**config.mk**
```make
export PLATFORM = sky130hd
export DESIGN_NAME = stepper_driver_uart_datagram_master_unit
export DESIGN_NICKNAME = d
export VERILOG_FILES = /design/src/sv/sdum_pkg.sv /design/src/sv/sdum_front.sv /design/src/sv/sdum_job_queue.sv /design/src/sv/sdum_back.sv /design/src/sv/stepper_driver_uart_datagram_master_unit.sv
export SDC_FILE = /design/constraint.sdc
export NUM_CORES = 1
export LEC_CHECK = 0
export BUFFER_PORTS_ARGS = -buffer_cell sky130_fd_sc_hd__buf_2
export CORE_MARGIN = 4
export CORE_UTILIZATION = 60
export CTS_CLUSTER_DIAMETER = 100
export CTS_CLUSTER_SIZE = 16
export DETAILED_ROUTE_END_ITERATION = 6
export PLACE_DENSITY = 0.81
export SETUP_SLACK_MARGIN = 0.2
export SLEW_MARGIN = 20
export SYNTH_ARGS = -nofsm -noshare
export SYNTH_HDL_FRONTEND = slang
export SYNTH_HIERARCHICAL = 1
export SYNTH_SLANG_ARGS = --single-unit
```
**constraint.sdc**
```tcl
create_clock -name clock -period 10.8 [get_ports clock]
set_clock_uncertainty 0.05 [all_clocks]
set_input_delay 1.08 -clock clock [delete_from_list [all_inputs] [get_ports clock]]
set_output_delay 1.08 -clock clock [all_outputs]
set_load 0.02 [all_outputs]
```
**src/sv/sdum_pkg.sv**
```systemverilog
// Shared types, codes and constants of the stepper driver datagram master.
// Holds the CRC-8 byte update used by the front and the back.
// No dependencies.
package sdum_pkg;

   localparam logic [7:0]  SYNC_BYTE         = 8'h55;
   localparam logic [7:0]  CRC_POLY          = 8'h07;
   localparam logic [15:0] TIMEOUT_RESET     = 16'd1042;
   localparam logic [16:0] ELAPSED_MAX       = 17'h1FFFF;
   localparam logic [2:0]  RESPONSE_BYTES    = 3'd7;
   localparam logic [2:0]  VALUE_FIRST_BYTE  = 3'd3;
   localparam int unsigned JOB_DEPTH_DEFAULT = 4;

   localparam int unsigned CSR_ADDR_W    = 3;
   localparam int unsigned CSR_DATA_W    = 32;
   localparam logic        CSR_IDX_RESPONSE_TIMEOUT = 1'b0;

   typedef enum logic [1:0] {
      OP_WRITE   = 2'd0,
      OP_READ    = 2'd1,
      OP_RX_BYTE = 2'd2,
      OP_TICK    = 2'd3
   } op_type;

   typedef enum logic [1:0] {
      ST_OK        = 2'd0,
      ST_TIMEOUT   = 2'd1,
      ST_CRC_ERROR = 2'd2,
      ST_BUSY      = 2'd3
   } status_type;

   typedef enum logic {
      KIND_TRANSMIT   = 1'b0,
      KIND_COMPLETION = 1'b1
   } kind_type;

   typedef enum logic [1:0] {
      JOB_WRITE_FRAME = 2'd0,
      JOB_READ_FRAME  = 2'd1,
      JOB_COMPLETION  = 2'd2
   } job_kind_type;

   typedef struct packed {
      op_type      operation;
      logic [7:0]  node_address;
      logic [6:0]  register_index;
      logic [31:0] write_value;
      logic [7:0]  received_byte;
   } req_type;

   typedef struct packed {
      kind_type    result_kind;
      logic [7:0]  transmit_byte;
      logic        last_of_frame;
      status_type  status;
      logic [31:0] read_value;
   } rsp_type;

   typedef struct packed {
      job_kind_type kind;
      logic [7:0]   node_address;
      logic [6:0]   register_index;
      logic [31:0]  value;
      status_type   status;
   } job_type;

   function automatic logic [7:0] crc_feed(input logic [7:0] crc, input logic [7:0] data);
      logic [7:0] c;
      logic [7:0] b;
      logic       top;
      c = crc;
      b = data;
      for (int k = 0; k < 8; k++) begin
         top = c[7];
         c   = {c[6:0], 1'b0};
         if (top ^ b[0]) begin
            c = c ^ CRC_POLY;
         end
         b = {1'b0, b[7:1]};
      end
      return c;
   endfunction

endpackage

```
**src/sv/sdum_front.sv**
```systemverilog
// Front end: takes commands, line bytes and ticks, tracks the pending read
// and turns commands and read endings into jobs for the back end. Depends on sdum_pkg.
module sdum_front import sdum_pkg::*; (
   input  logic        clock,
   input  logic        reset,
   input  logic        item_accept,
   input  req_type     item,
   input  logic [15:0] response_timeout,
   output logic        job_push,
   output job_type     job
);

   logic        awaiting_ff, awaiting_in;
   logic [2:0]  count_ff, count_in;
   logic [7:0]  crc_ff, crc_in;
   logic [31:0] value_ff, value_in;
   logic [16:0] elapsed_ff, elapsed_in;
   logic [16:0] elapsed_inc;

   always_ff @(posedge clock) begin
      if (reset) begin
         awaiting_ff <= 1'b0;
         count_ff    <= '0;
         crc_ff      <= '0;
         value_ff    <= '0;
         elapsed_ff  <= '0;
      end else begin
         awaiting_ff <= awaiting_in;
         count_ff    <= count_in;
         crc_ff      <= crc_in;
         value_ff    <= value_in;
         elapsed_ff  <= elapsed_in;
      end
   end

   always_comb begin
      awaiting_in = awaiting_ff;
      count_in    = count_ff;
      crc_in      = crc_ff;
      value_in    = value_ff;
      elapsed_in  = elapsed_ff;
      elapsed_inc = (elapsed_ff == ELAPSED_MAX) ? elapsed_ff : elapsed_ff + 17'd1;
      job_push            = 1'b0;
      job.kind            = JOB_COMPLETION;
      job.node_address    = item.node_address;
      job.register_index  = item.register_index;
      job.value           = '0;
      job.status          = ST_OK;
      if (item_accept) begin
         unique case (item.operation)
            OP_WRITE, OP_READ: begin
               job_push = 1'b1;
               if (awaiting_ff) begin
                  job.status = ST_BUSY;
               end else if (item.operation == OP_WRITE) begin
                  job.kind  = JOB_WRITE_FRAME;
                  job.value = item.write_value;
               end else begin
                  job.kind    = JOB_READ_FRAME;
                  awaiting_in = 1'b1;
                  count_in    = '0;
                  crc_in      = '0;
                  value_in    = '0;
                  elapsed_in  = '0;
               end
            end
            OP_RX_BYTE: begin
               if (awaiting_ff) begin
                  if (count_ff != RESPONSE_BYTES) begin
                     crc_in   = crc_feed(crc_ff, item.received_byte);
                     count_in = count_ff + 3'd1;
                     if (count_ff >= VALUE_FIRST_BYTE) begin
                        value_in = {value_ff[23:0], item.received_byte};
                     end
                  end else begin
                     job_push    = 1'b1;
                     awaiting_in = 1'b0;
                     count_in    = '0;
                     if (item.received_byte == crc_ff) begin
                        job.value = value_ff;
                     end else begin
                        job.status = ST_CRC_ERROR;
                     end
                  end
               end
            end
            OP_TICK: begin
               if (awaiting_ff) begin
                  elapsed_in = elapsed_inc;
                  if (elapsed_inc > {1'b0, response_timeout}) begin
                     job_push    = 1'b1;
                     job.status  = ST_TIMEOUT;
                     awaiting_in = 1'b0;
                     count_in    = '0;
                  end
               end
            end
         endcase
      end
   end

endmodule

```
**src/sv/sdum_job_queue.sv**
```systemverilog
// Short job queue between front and back end, register based.
// Depends on sdum_pkg for the job type.
module sdum_job_queue import sdum_pkg::*; #(
   parameter int unsigned DEPTH = JOB_DEPTH_DEFAULT
) (
   input  logic    clock,
   input  logic    reset,
   input  logic    push,
   input  job_type push_job,
   output logic    full,
   input  logic    pop,
   output job_type head_job,
   output logic    empty
);

   localparam int unsigned PTR_W = (DEPTH > 1) ? $clog2(DEPTH) : 1;
   localparam int unsigned CNT_W = $clog2(DEPTH + 1);
   localparam logic [PTR_W-1:0] PTR_LAST = PTR_W'(DEPTH - 1);
   localparam logic [CNT_W-1:0] CNT_FULL = CNT_W'(DEPTH);

   job_type          slot_ff [DEPTH];
   logic [PTR_W-1:0] wr_ptr_ff, wr_ptr_in;
   logic [PTR_W-1:0] rd_ptr_ff, rd_ptr_in;
   logic [CNT_W-1:0] count_ff, count_in;
   logic             do_push, do_pop;

   assign full     = (count_ff == CNT_FULL);
   assign empty    = (count_ff == '0);
   assign head_job = slot_ff[rd_ptr_ff];
   assign do_push  = push && !full;
   assign do_pop   = pop && !empty;

   always_comb begin
      wr_ptr_in = wr_ptr_ff;
      rd_ptr_in = rd_ptr_ff;
      count_in  = count_ff;
      if (do_push) begin
         wr_ptr_in = (wr_ptr_ff == PTR_LAST) ? '0 : wr_ptr_ff + 1'b1;
      end
      if (do_pop) begin
         rd_ptr_in = (rd_ptr_ff == PTR_LAST) ? '0 : rd_ptr_ff + 1'b1;
      end
      if (do_push && !do_pop) begin
         count_in = count_ff + 1'b1;
      end else if (do_pop && !do_push) begin
         count_in = count_ff - 1'b1;
      end
   end

   always_ff @(posedge clock) begin
      if (reset) begin
         wr_ptr_ff <= '0;
         rd_ptr_ff <= '0;
         count_ff  <= '0;
      end else begin
         wr_ptr_ff <= wr_ptr_in;
         rd_ptr_ff <= rd_ptr_in;
         count_ff  <= count_in;
      end
   end

   always_ff @(posedge clock) begin
      if (do_push) begin
         slot_ff[wr_ptr_ff] <= push_job;
      end
   end

endmodule

```
**src/sv/sdum_back.sv**
```systemverilog
// Back end: walks the head job one result per cycle while the result register is
// empty or popped, builds frame bytes and their CRC, and holds the result register. Depends on sdum_pkg.
module sdum_back import sdum_pkg::*; (
   input  logic    clock,
   input  logic    reset,
   input  logic    job_valid,
   input  job_type job,
   output logic    job_pop,
   output rsp_type rsp_data,
   output logic    rsp_empty,
   input  logic    rsp_pop
);

   logic [2:0] idx_ff, idx_in;
   logic [7:0] crc_ff, crc_in;
   logic       rsp_valid_ff, rsp_valid_in;
   rsp_type    rsp_ff, rsp_in;
   logic       advance, last;
   logic [7:0] frame_byte;

   assign rsp_data  = rsp_ff;
   assign rsp_empty = !rsp_valid_ff;
   assign advance   = job_valid && (!rsp_valid_ff || rsp_pop);
   assign job_pop   = advance && last;

   always_comb begin
      frame_byte = crc_ff;
      last       = 1'b0;
      unique case (job.kind)
         JOB_WRITE_FRAME: begin
            unique case (idx_ff)
               3'd0: frame_byte = SYNC_BYTE;
               3'd1: frame_byte = job.node_address;
               3'd2: frame_byte = {1'b1, job.register_index};
               3'd3: frame_byte = job.value[31:24];
               3'd4: frame_byte = job.value[23:16];
               3'd5: frame_byte = job.value[15:8];
               3'd6: frame_byte = job.value[7:0];
               3'd7: last = 1'b1;
            endcase
         end
         JOB_READ_FRAME: begin
            unique case (idx_ff)
               3'd0: frame_byte = SYNC_BYTE;
               3'd1: frame_byte = job.node_address;
               3'd2: frame_byte = {1'b0, job.register_index};
               default: last = 1'b1;
            endcase
         end
         default: last = 1'b1;
      endcase
   end

   always_comb begin
      idx_in       = idx_ff;
      crc_in       = crc_ff;
      rsp_valid_in = rsp_valid_ff && !rsp_pop;
      rsp_in       = rsp_ff;
      if (advance) begin
         rsp_valid_in = 1'b1;
         if (job.kind == JOB_WRITE_FRAME || job.kind == JOB_READ_FRAME) begin
            rsp_in.result_kind   = KIND_TRANSMIT;
            rsp_in.transmit_byte = frame_byte;
            rsp_in.last_of_frame = last;
            rsp_in.status        = ST_OK;
            rsp_in.read_value    = '0;
         end else begin
            rsp_in.result_kind   = KIND_COMPLETION;
            rsp_in.transmit_byte = '0;
            rsp_in.last_of_frame = 1'b0;
            rsp_in.status        = job.status;
            rsp_in.read_value    = job.value;
         end
         if (last) begin
            idx_in = '0;
            crc_in = '0;
         end else begin
            idx_in = idx_ff + 3'd1;
            crc_in = crc_feed(crc_ff, frame_byte);
         end
      end
   end

   always_ff @(posedge clock) begin
      if (reset) begin
         idx_ff       <= '0;
         crc_ff       <= '0;
         rsp_valid_ff <= 1'b0;
      end else begin
         idx_ff       <= idx_in;
         crc_ff       <= crc_in;
         rsp_valid_ff <= rsp_valid_in;
      end
   end

   always_ff @(posedge clock) begin
      rsp_ff <= rsp_in;
   end

endmodule

```
**src/sv/stepper_driver_uart_datagram_master_unit.sv**
```systemverilog
// Top level of the stepper driver datagram master: front end, job queue,
// back end and the timeout register. Depends on sdum_pkg and all sdum_ modules.
//
// Request side is a queue input: req_data is taken when req_push is high and
// req_full is low. Commands give a transmit frame (8 bytes for a write, 4 for
// a read) or a busy completion; line bytes and ticks only matter while a read
// is pending and then may give one completion.
// Result side is a queue output: rsp_data is valid while rsp_empty is low and
// is taken when rsp_pop is high. The first result of an item is registered in
// the job queue and then in the result register; the back end gives one
// result per cycle while rsp_pop keeps up, so a write gives 8 results, a read 4
// and a completion 1. That result per cycle from the back end sets the throughput;
// the front takes an item per cycle while the job queue has room.
// When rsp_pop stays low the back end holds, the job queue fills and
// req_full rises; nothing is lost. Reset empties both sides, clears the
// pending read and sets response_timeout to 1042. The CSR port holds one
// register, response_timeout, at byte address 0.
module stepper_driver_uart_datagram_master_unit import sdum_pkg::*; #(
   parameter int unsigned JOB_DEPTH = JOB_DEPTH_DEFAULT
) (
   input  logic                  clock,
   input  logic                  reset,
   input  req_type               req_data,
   input  logic                  req_push,
   output logic                  req_full,
   output rsp_type               rsp_data,
   output logic                  rsp_empty,
   input  logic                  rsp_pop,
   input  logic                  csr_psel,
   input  logic                  csr_penable,
   input  logic                  csr_pwrite,
   input  logic [CSR_ADDR_W-1:0] csr_paddr,
   input  logic [CSR_DATA_W-1:0] csr_pwdata,
   output logic [CSR_DATA_W-1:0] csr_prdata,
   output logic                  csr_pready
);

   logic [15:0] timeout_ff, timeout_in;
   logic        csr_write, csr_hit;
   logic        item_accept;
   logic        job_push, job_full, job_empty, job_pop;
   job_type     front_job, head_job;

   assign csr_pready = 1'b1;
   assign csr_hit    = (csr_paddr[CSR_ADDR_W-1:2] == CSR_IDX_RESPONSE_TIMEOUT);
   assign csr_write  = csr_psel && csr_penable && csr_pwrite && csr_pready;
   assign csr_prdata = csr_hit ? {16'b0, timeout_ff} : '0;
   assign timeout_in = (csr_write && csr_hit) ? csr_pwdata[15:0] : timeout_ff;

   always_ff @(posedge clock) begin
      if (reset) begin
         timeout_ff <= TIMEOUT_RESET;
      end else begin
         timeout_ff <= timeout_in;
      end
   end

   assign req_full    = job_full;
   assign item_accept = req_push && !req_full;

   sdum_front u_front (
      .clock            (clock),
      .reset            (reset),
      .item_accept      (item_accept),
      .item             (req_data),
      .response_timeout (timeout_ff),
      .job_push         (job_push),
      .job              (front_job)
   );

   sdum_job_queue #(
      .DEPTH (JOB_DEPTH)
   ) u_queue (
      .clock    (clock),
      .reset    (reset),
      .push     (job_push),
      .push_job (front_job),
      .full     (job_full),
      .pop      (job_pop),
      .head_job (head_job),
      .empty    (job_empty)
   );

   sdum_back u_back (
      .clock     (clock),
      .reset     (reset),
      .job_valid (!job_empty),
      .job       (head_job),
      .job_pop   (job_pop),
      .rsp_data  (rsp_data),
      .rsp_empty (rsp_empty),
      .rsp_pop   (rsp_pop)
   );

`ifndef SYNTHESIS
   a_no_job_overflow : assert property (@(posedge clock) disable iff (reset)
      job_push |-> !job_full)
      else $error("job pushed into a full queue");

   a_empty_after_reset : assert property (@(posedge clock)
      reset |=> rsp_empty)
      else $error("result visible right after reset");

   a_last_on_transmit : assert property (@(posedge clock) disable iff (reset)
      (!rsp_empty && rsp_data.last_of_frame) |-> rsp_data.result_kind == KIND_TRANSMIT)
      else $error("frame end flag on a completion");

   a_value_only_on_ok : assert property (@(posedge clock) disable iff (reset)
      (!rsp_empty && rsp_data.status != ST_OK) |-> rsp_data.read_value == '0)
      else $error("read value on a failed completion");
`endif

endmodule

```
==> results of run 1 <==
metal layers:
metal / wire length (um) / global-route usage
met2: 17000 / 0.378
met3: 2260 / 0.0222
met1: 14100 / 0.324
met5: 0 / 0
met4: 1090 / 0.0735
critical path: cells and delay by family, from the launching register on:
| family | cells | cell delay (ps) |
|---|---|---|
| adders and majority gates | 4 | 1140 |
| buffers and inverters | 2 | 190 |
| DFF | 1 | 380 |
| xor gates and xnor gates | 2 | 330 |
| AOI/OAI and AO/OA | 4 | 1280 |
| and+or+nand+nor | 8 | 1970 |
cell type report:
cell class                 instances  area [um2]  area share
clock buffer                      43         693      0.0395
clock inverter                     2        28.8     0.00164
inverter                          41         159     0.00905
multi-input combinational        794        6020       0.343
sequential                       346        9410       0.536
tap                              335         419      0.0239
timing repair buffer             158         833      0.0474
flip-flops by register name, indices dropped and copies added (netlist names), named ones only:
signal,count
timeout_ff,16
u_back/crc_ff,8
u_back/idx_ff,3
u_back/rsp_data,44
u_back/rsp_valid_ff,1
u_front/awaiting_ff,1
u_front/count_ff,3
u_front/crc_ff,8
u_front/elapsed_ff,17
u_front/value_ff,32
u_queue/count_ff,3
u_queue/rd_ptr_ff,2
u_queue/slot_ff,204
u_queue/wr_ptr_ff,2
power by group through the flow:
stage | Sequential (uW) | Combinational (uW) | Clock, uW
after CTS | 1690 | 1100 | 894
final | 1690 | 1100 | 876
after detailed placement | 1720 | 1090 | 0
after global routing | 1710 | 1190 | 946
after global placement | 1710 | 1070 | 0
after floorplan | 1810 | 728 | 0
logic make-up after synthesis:
family,count (synthesis),synth area share
compound gates,231,0.100
xor+xnor,68,0.0391
fa+ha+maj,33,0.0260
buf+inv,146,0.0485
flops,346,0.583
mux,71,0.0836
other cells,2,0.000465
simple gates,374,0.119
final timing paths:
path                                 startpoint                           endpoint  slack [ps]  cells after the start
max          u_front/elapsed_ff[0]$_SDFFE_PP0P_   u_queue/count_ff[2]$_SDFFE_PP0P_        5370                     20
min           u_front/value_ff[25]$_SDFFE_PP0P_  u_front/value_ff[25]$_SDFFE_PP0P_         400                      2
max reg2reg  u_front/elapsed_ff[0]$_SDFFE_PP0P_   u_queue/count_ff[2]$_SDFFE_PP0P_        5370                     20
min reg2reg   u_front/value_ff[25]$_SDFFE_PP0P_  u_front/value_ff[25]$_SDFFE_PP0P_         400                      2
metrics by stage:
| step | instance area (um2) | utilization | power [uW] | setup WS, ps | std cells |
|---|---|---|---|---|---|
| finish | 17600 | 0.668 | 3670 | 5370 | 1719 |
| global route | 17600 | 0.668 | 3840 | 5010 | 1719 |
| CTS | 17600 | 0.668 | 3690 | 5400 | 1718 |
| detailed placement | 16800 | 0.641 | 2810 | 5500 | 1673 |
| global placement | 16800 | 0.641 | 2780 | 5600 | 1673 |
| floorplan | 16200 | - | 2540 | 6050 | 1286 |
cell usage after synthesis, types with 5 or more instances:
master    number  area [um2]
edfxtp_1     248        7450
nand2b_1      30         188
dfxtp_1       98        1960
o211ai_1       5        37.5
nor2_1        96         360
o21a_1         5        37.5
mux4_2        51        1150
a31oi_1        6        37.5
a311oi_1       5        43.8
and2_1        41         257
xnor2_1       48         420
and3_1         5        31.3
o31ai_1        5        37.5
a22oi_1       45         338
a21oi_1       78         390
nand3_1       49         245
clkbuf_1      40         150
xor2_1        17         149
a22o_1         7        61.3
and2b_2        6        52.6
a21o_1        11        82.6
o21ai_0       18        90.1
buf_6          7        78.8
buf_2         12        60.1
nor3_1        19        95.1
a222oi_1       8        80.1
nor2b_1       13        81.3
buf_4         38         285
ha_1          32         400
nand4_1        9        56.3
inv_1         38         143
mux2i_1       19         190
nand2_1       72         270
buf_1          5        18.8
==> impl_metrics.json, run 1 <==
{
  "grt.total_usage": 0.228,
  "antenna_found_initial": 0,
  "cp.required_ps": 11210,
  "p_int_uw": 2500,
  "antennaDiodeCount": 0,
  "hold-worst-slack_ps": 403,
  "dr.pass1.iters": 5,
  "pwr-share-seq": 0.461,
  "grt_pass1_wl_um": 53800,
  "cp_data_arrival_time_ps": 5840,
  "crit_fanout": 9,
  "synth_edf_count": 248,
  "finalMaxSlewViolations": 0,
  "drc_errors": 0,
  "routed_wl_um": 34400,
  "ant_nets": 0,
  "synthArstFlopShare": 0,
  "cts_sinks": 346,
  "die-area_mm2": 0.0296,
  "post_cts_resize_count": 0,
  "final.min_clock_period_ps": 5430,
  "slowest_delay_ps": 510,
  "drt-initial-drc-count": 1020,
  "critPathLaunchType": "flip-flop",
  "finalSetupTns_ps": 0,
  "grt_pass1_vias": 10100,
  "final_common_cell": "edfxtp_1",
  "wire_per_inst_um": 20.0,
  "avgSynthCellArea_um2": 12.7,
  "p_clk_frac": 0.239,
  "routabilityCongestion": 0.872,
  "outcome": "completed",
  "ys_ff_latch": 346,
  "nets": 1498,
  "grt-ovfl-total": 0,
  "ys.flop_type": "edfxtp_1",
  "end_kind": "flip-flop",
  "leakage_uw": 0.00618,
  "maxCapViolations": 0,
  "netlist_instances": 1271,
  "htree_levels": 1,
  "vias_per_cell": 6.06,
  "cts_max_path_buffers": 3,
  "worst_pin_slew_ps": 1130,
  "drive_above_1_share": 0.199,
  "sw_frac_of_total": 0.320,
  "hold_viol_final": 0,
  "die_w_um": 172,
  "path_cells": "ha_1 > and3_1 > and3_1 > a211oi_1 > xor2_1 > ha_1 > nand4_1 > or2_2 > a31oi_1 > nor4_4 > or2_1 > o21ai_1 > inv_1 > nor2_2 > ha_1 > inv_1 > fa_1 > xor2_1 > or3_2 > a21oi_1",
  "synth_cell_types": 84,
  "cts_tree": "built",
  "criticalPathCategory": "flip-flop to flip-flop",
  "cts_setup_buffers": 0,
  "rows": 59,
  "slew_headroom": 0.244,
  "p_comb_frac": 0.301,
  "dpl.hpwl_um": 22500,
  "max_freq_mhz": 184,
  "io_pins": 178,
  "placeableCoreArea_mm2": 0.0263,
  "cpMostUsedCell": "ha_1",
  "grt_max_degree": 75,
  "synth_area_mm2": 0.0161,
  "hold_path_class": "flip-flop to flip-flop",
  "rsz0062_at_grt": "no",
  "period_share": 0.503,
  "root_buffer": "clkbuf_16",
  "ys_seq_area_frac": 0.583,
  "setup_viol": 0,
  "yosys_warnings": 6,
  "die_h_um": 172,
  "io_buffers": 142,
  "cts_hold_buf": 0,
  "clkTransAtPathRegs_ps": 70,
  "power-per-cell-area_mw_per_mm2": 209,
  "switching_power_uw": 1170,
  "layout.cells.most_common_list": "248 x edfxtp_1, 141 x buf_2, 96 x dfxtp_1",
  "clkLatencyLatePin_ps": 550,
  "ir_worst_vdd_mv": 0.112,
  "initial_core_util": 0.614,
  "cpMaxStageDelayCell": "a211oi_1",
  "vias": 10400,
  "cts_buffers": 25,
  "syn_to_final_growth_pct": 8.83,
  "fill_cells": 1899
}
Note: power is estimated with default switching activity, not from simulation.
==> inputs of run 2 (changes only) <==
- ABC_AREA: unset -> 1
- CORE_UTILIZATION: 60 -> 59
- PLACE_DENSITY: 0.81 -> 0.8
- clock period: 10.8 -> 5.2 ns (I/O delays scaled with it)
==> impl_metrics.json, run 2 <==
{
  "crit_fanout": 11,
  "grt_pass1_vias": 12400,
  "die-area_mm2": 0.0314,
  "cp-startpoint": "u_front/elapsed_ff[0]$_SDFFE_PP0P_",
  "clkLatencyLatePin_ps": 550,
  "r2r_start": "u_front/elapsed_ff[0]$_SDFFE_PP0P_",
  "r2r_cells": 29,
  "routed_wl_um": 40000,
  "layout.cells.most_common_list": "394 x nand2_1, 248 x edfxtp_1, 184 x nor2_1",
  "synth.most_common_cell": "nand2_1",
  "finalMaxSlewViolations": 0,
  "ys_ff_latch": 346,
  "ys.flop_type": "edfxtp_1",
  "dr.pass1.iters": 5,
  "rsz0062_at_grt": "no",
  "drc_errors": 0,
  "io_buffers": 142,
  "power-per-cell-area_mw_per_mm2": 490,
  "endpoint": "u_queue/count_ff[2]$_SDFFE_PP0P_",
  "multi_input_area_mm2": 0.00618,
  "max_freq_mhz": 228,
  "critPathLaunchType": "flip-flop",
  "cts_tree": "built",
  "largest_register_ffs": 204,
  "end_kind": "flip-flop",
  "criticalPathCategory": "flip-flop to flip-flop",
  "final.min_clock_period_ps": 4390,
  "worst_pin_slew_ps": 876,
  "finalSetupTns_ps": 0,
  "avgSynthCellArea_um2": 9.23,
  "drt-initial-drc-count": 1362,
  "grt_pass1_wl_um": 63400,
  "cts_sinks": 346,
  "leakage_uw": 0.00733,
  "finalNonFillerCells": 2309,
  "vias": 13100,
  "placedCellCount": 2263,
  "pre_cts_ws_ps": 671,
  "cts_buffers": 25,
  "ys_seq_area_frac": 0.557,
  "yosys-top-cells-area": "edfxtp_1 44%, dfxtp_1 12%, nand2_1 8.8%",
  "nets": 2045,
  "ant_nets": 0,
  "synthTopCellsByCount": "394 x nand2_1, 248 x edfxtp_1, 189 x nor2_1",
  "vias_per_cell": 5.67,
  "antenna_found_initial": 0,
  "die_w_um": 177,
  "slowest_delay_ps": 430,
  "grt_max_degree": 73,
  "cts_hold_buf": 0,
  "maxCapViolations": 0,
  "netlist_instances": 1828,
  "yosys_warnings": 6,
  "setup_ws_ps": 815,
  "setup_viol": 0,
  "wire_per_inst_um": 17.3,
  "ff_latch_area_mm2": 0.00941,
  "final_common_cell": "nand2_1",
  "slew_headroom": 0.416,
  "synth_area_leader_cell": "edfxtp_1",
  "syn_to_final_growth_pct": 8.51,
  "antennaDiodeCount": 0,
  "grt.total_usage": 0.250,
  "rows": 61,
  "reg2reg_to": "u_queue/count_ff[2]$_SDFFE_PP0P_",
  "placeableCoreArea_mm2": 0.0280,
  "grt-ovfl-total": 0,
  "cts_max_path_buffers": 3,
  "htree_levels": 1,
  "synth.top_cell.area_share": 0.441,
  "synth_edf_count": 248,
  "top_register": "u_queue/slot_ff",
  "reg2reg_slack_ps": 810,
  "fill_cells": 2256,
  "cp.required_ps": 5600,
  "routabilityCongestion": 0.976,
  "synth_area_mm2": 0.0169,
  "cts_setup_buffers": 0,
  "cpMaxStageDelayCell": "dfxtp_1",
  "ir_worst_vdd_mv": 0.368,
  "hold_viol_final": 0,
  "cp_data_arrival_time_ps": 4780,
  "clkTransAtPathRegs_ps": 80,
  "dpl.hpwl_um": 27300,
  "period_share": 0.843,
  "io_pins": 178,
  "hold_path_class": "primary input to flip-flop",
  "initial_core_util": 0.603,
  "outcome": "completed",
  "utilization": 0.654,
  "synthArstFlopShare": 0,
  "root_buffer": "clkbuf_16",
  "die_h_um": 177,
  "synth_cell_types": 53,
  "drive_above_1_share": 0.141
}
run 2: report_power, final:
group	internal [uW]	leakage, uW	switching, uW	total [uW]
clock	908	0.000338	901	1810
sequential	3440	0.00311	155	3600
combinational	1000	0.00388	2580	3580
run 2: logic make-up (layout without fill, tap and decap cells):
logic type / count (synthesis) / in the layout / share of synthesized area
simple gates: 817 / 817 / 0.215
flops: 346 / 346 / 0.557
compound gates: 300 / 300 / 0.0947
buf+inv: 287 / 375 / 0.0843
xor+xnor: 42 / 42 / 0.0222
fa+ha+maj: 33 / 33 / 0.0249
other cells: 2 / 17 / 0.000445
mux: 1 / 1 / 0.000889
run 2: worst min-delay path by stage:
| stage | depth (start not counted) | startpoint | to |
|---|---|---|---|
| 2_1_floorplan | 2 | u_front/value_ff[24]$_SDFFE_PP0P_ | u_front/value_ff[24]$_SDFFE_PP0P_ |
| 3_3_place_gp | 2 | u_front/value_ff[26]$_SDFFE_PP0P_ | u_front/value_ff[26]$_SDFFE_PP0P_ |
| 3_5_place_dp | 2 | u_front/value_ff[26]$_SDFFE_PP0P_ | u_front/value_ff[26]$_SDFFE_PP0P_ |
| 4_1_cts | 1 | req_data[52] | u_queue/slot_ff[3][46]$_DFFE_PP_ |
| 5_1_grt | 1 | req_data[41] | u_queue/slot_ff[2][35]$_DFFE_PP_ |
| 6_report | 1 | req_data[45] | u_queue/slot_ff[3][39]$_DFFE_PP_ |
run 2: per-stage QoR:
step / power, uW / hold WS [ps] / area, um2
global route: 9520 / 132 / 18300
finish: 8980 / 147 / 18300
global placement: 7060 / 402 / 17600
floorplan: 6260 / 394 / 16900
CTS: 8960 / 130 / 18300
detailed placement: 7150 / 408 / 17600
run 2: layer usage:
metal  vias to the layer above  GRT usage  wire length [um]
met3                        80     0.0365              2910
met2                       528      0.417             19400
met5                         -          0                 0
met4                         0     0.0722              1020
met1                      6196      0.345             16700
li1                       6285          -                 -
run 2: area by class of cell:
cell class | count | area share
timing repair buffer | 160 | 0.0489
multi-input combinational | 1210 | 0.338
sequential | 346 | 0.514
inverter | 170 | 0.0352
tap | 378 | 0.0258
clock buffer | 43 | 0.0378
clock inverter | 2 | 0.000956
run 2: worst max-delay path: cells and delay by family (launching register included):
family	cells	cell delay (ps)
AO/OA/AOI/OAI	1	250
adder cells (fa/ha/maj)	4	1100
AND/OR/NAND/NOR	18	1980
flip-flops	1	430
XOR/XNOR	1	150
buffers and inverters	5	320
run 2: timing repair:
| item | CTS | global route |
|---|---|---|
| gates resized for setup | 0 | 2 |
| endpoints found under the setup margin | 0 | 2 |
| endpoints found under the hold margin | 0 | 0 |
==> inputs of run 3 (changes only) <==
- ABC_AREA: 1 -> 0
- clock period: 5.2 -> 4.3 ns (I/O delays scaled with it)
==> impl_metrics.json, run 3 (synthesis gave the netlist of run 1 again) <==
{
  "syn_to_final_growth_pct": 11.9,
  "hold_viol_final": 0,
  "period_share": 0.954,
  "die_h_um": 173,
  "hold_path_class": "primary input to flip-flop",
  "cts_buffers": 25,
  "layout.cells.most_common_list": "248 x edfxtp_1, 141 x buf_2, 95 x nor2_1",
  "dpl.hpwl_um": 24400,
  "critPathBufInv": 2,
  "io_buffers": 142,
  "drive_above_1_share": 0.237,
  "initial_core_util": 0.599,
  "path_depth": 20,
  "die_w_um": 173,
  "cts_sinks": 346,
  "die-area_mm2": 0.0301,
  "io_pins": 178,
  "dpl_cell_area_mm2": 0.0172,
  "end_kind": "flip-flop",
  "top_register": "u_queue/slot_ff",
  "root_buffer": "clkbuf_16",
  "hold_path_depth": 1,
  "reg2reg_slack_ps": 200,
  "drt-initial-drc-count": 1026,
  "grt_pass1_vias": 10500,
  "grt-ovfl-total": 0,
  "slew_headroom": 0.285,
  "cts_hold_buf": 0,
  "routabilityCongestion": 0.909,
  "maxCapViolations": 0,
  "drc_errors": 0,
  "clkLatencyLatePin_ps": 540,
  "path_cells": "ha_4 > and3_4 > and3_4 > a2111oi_4 > xor2_1 > ha_1 > nand4_1 > or2_4 > a31oi_4 > nor4_4 > or2_4 > o21ai_4 > inv_2 > nor2_4 > ha_2 > inv_2 > fa_2 > xor2_1 > or3_4 > a21oi_2",
  "grt_max_degree": 60,
  "cp.required_ps": 4720,
  "finalSetupTns_ps": 0,
  "cp-startpoint": "u_front/elapsed_ff[0]$_SDFFE_PP0P_",
  "final_area_mm2": 0.0181,
  "rows": 60,
  "hold-worst-slack_ps": 59.8,
  "leakage_uw": 0.00642,
  "critPathLaunchType": "flip-flop",
  "multi_input_area_mm2": 0.00614,
  "vias": 10700,
  "antennaDiodeCount": 0,
  "fill_cells": 1905,
  "utilization": 0.670,
  "crit_fanout": 7,
  "hp-start": "req_data[43]",
  "placeableCoreArea_mm2": 0.0270,
  "final_common_cell": "edfxtp_1",
  "cp_data_arrival_time_ps": 4520,
  "rsz0062_at_grt": "yes",
  "routed_wl_um": 36100,
  "clkTransAtPathRegs_ps": 80,
  "cp_top_family": "simple AND/OR/NAND/NOR gates",
  "cts_max_path_buffers": 3,
  "worst_pin_slew_ps": 1070,
  "vias_per_cell": 6.08,
  "ff_latch_area_mm2": 0.00942,
  "htree_levels": 1,
  "ant_nets": 0,
  "criticalPathCategory": "flip-flop to flip-flop",
  "r2r_start": "u_front/elapsed_ff[0]$_SDFFE_PP0P_",
  "r2r_cells": 20,
  "power-per-cell-area_mw_per_mm2": 515,
  "grt_pass1_wl_um": 56700,
  "wire_per_inst_um": 20.5,
  "setup_viol": 0,
  "max_freq_mhz": 244,
  "antenna_found_initial": 0,
  "outcome": "completed",
  "largest_register_ffs": 204,
  "cpMaxStageDelayCell": "dfxtp_4",
  "nets": 1538,
  "cts_tree": "built",
  "slowest_delay_ps": 360,
  "grt.total_usage": 0.232,
  "finalMaxSlewViolations": 0,
  "final.min_clock_period_ps": 4100,
  "dr.pass1.iters": 5,
  "ir_worst_vdd_mv": 0.283
}
run 3: through the flow:
| step | instances | total power, uW | setup WS, ps |
|---|---|---|---|
| floorplan | 1286 | 6390 | 124 |
| global placement | 1703 | 7080 | 78.7 |
| detailed placement | 1703 | 7170 | -70.7 |
| CTS | 1761 | 9350 | 51.4 |
| global route | 1765 | 9770 | 16.5 |
| finish | 1765 | 9300 | 198 |
run 3: power breakdown:
group / switching (uW) / leakage (uW) / internal (uW)
Combinational: 1690 / 0.00296 / 1170
Clock: 1090 / 0.000338 / 1100
Sequential: 199 / 0.00311 / 4060
run 3: worst paths after layout:
kind,to
max reg2reg,u_queue/count_ff[2]$_SDFFE_PP0P_
min,u_queue/slot_ff[3][37]$_DFFE_PP_
min reg2reg,u_front/value_ff[29]$_SDFFE_PP0P_
max,u_queue/count_ff[2]$_SDFFE_PP0P_
run 3: worst reg2reg max path: stages (launching register included):
cell and delay, ps:
dfxtp_4 360, ha_4 150, and3_4 170, and3_4 180, a2111oi_4 340, xor2_1 130, ha_1 310, nand4_1 100
or2_4 270, a31oi_4 170, nor4_4 80, or2_4 250, o21ai_4 140, inv_2 70, nor2_4 80, ha_2 190
inv_2 40, fa_2 320, xor2_1 150, or3_4 330, a21oi_2 130
run 3: per-layer routing:
metal	routed length, um	GRT usage
met1	14600	0.321
met5	0	0
met4	1210	0.0782
met3	3020	0.0393
met2	17200	0.379
run 3: cell type report:
type / count / share of cell area
Inverter: 41 / 0.00880
Clock inverter: 2 / 0.000970
Timing Repair Buffer: 198 / 0.0669
Tap cell: 341 / 0.0236
Multi-Input combinational cell: 794 / 0.340
Sequential cell: 346 / 0.522
Clock buffer: 43 / 0.0384
run 3: what timing repair did:
| item | CTS | global route |
|---|---|---|
| gates resized for setup | 10 | 13 |
| pin swaps | 12 | 13 |
| buffers inserted | 13 | 3 |
| setup endpoints to repair | 2 | 2 |
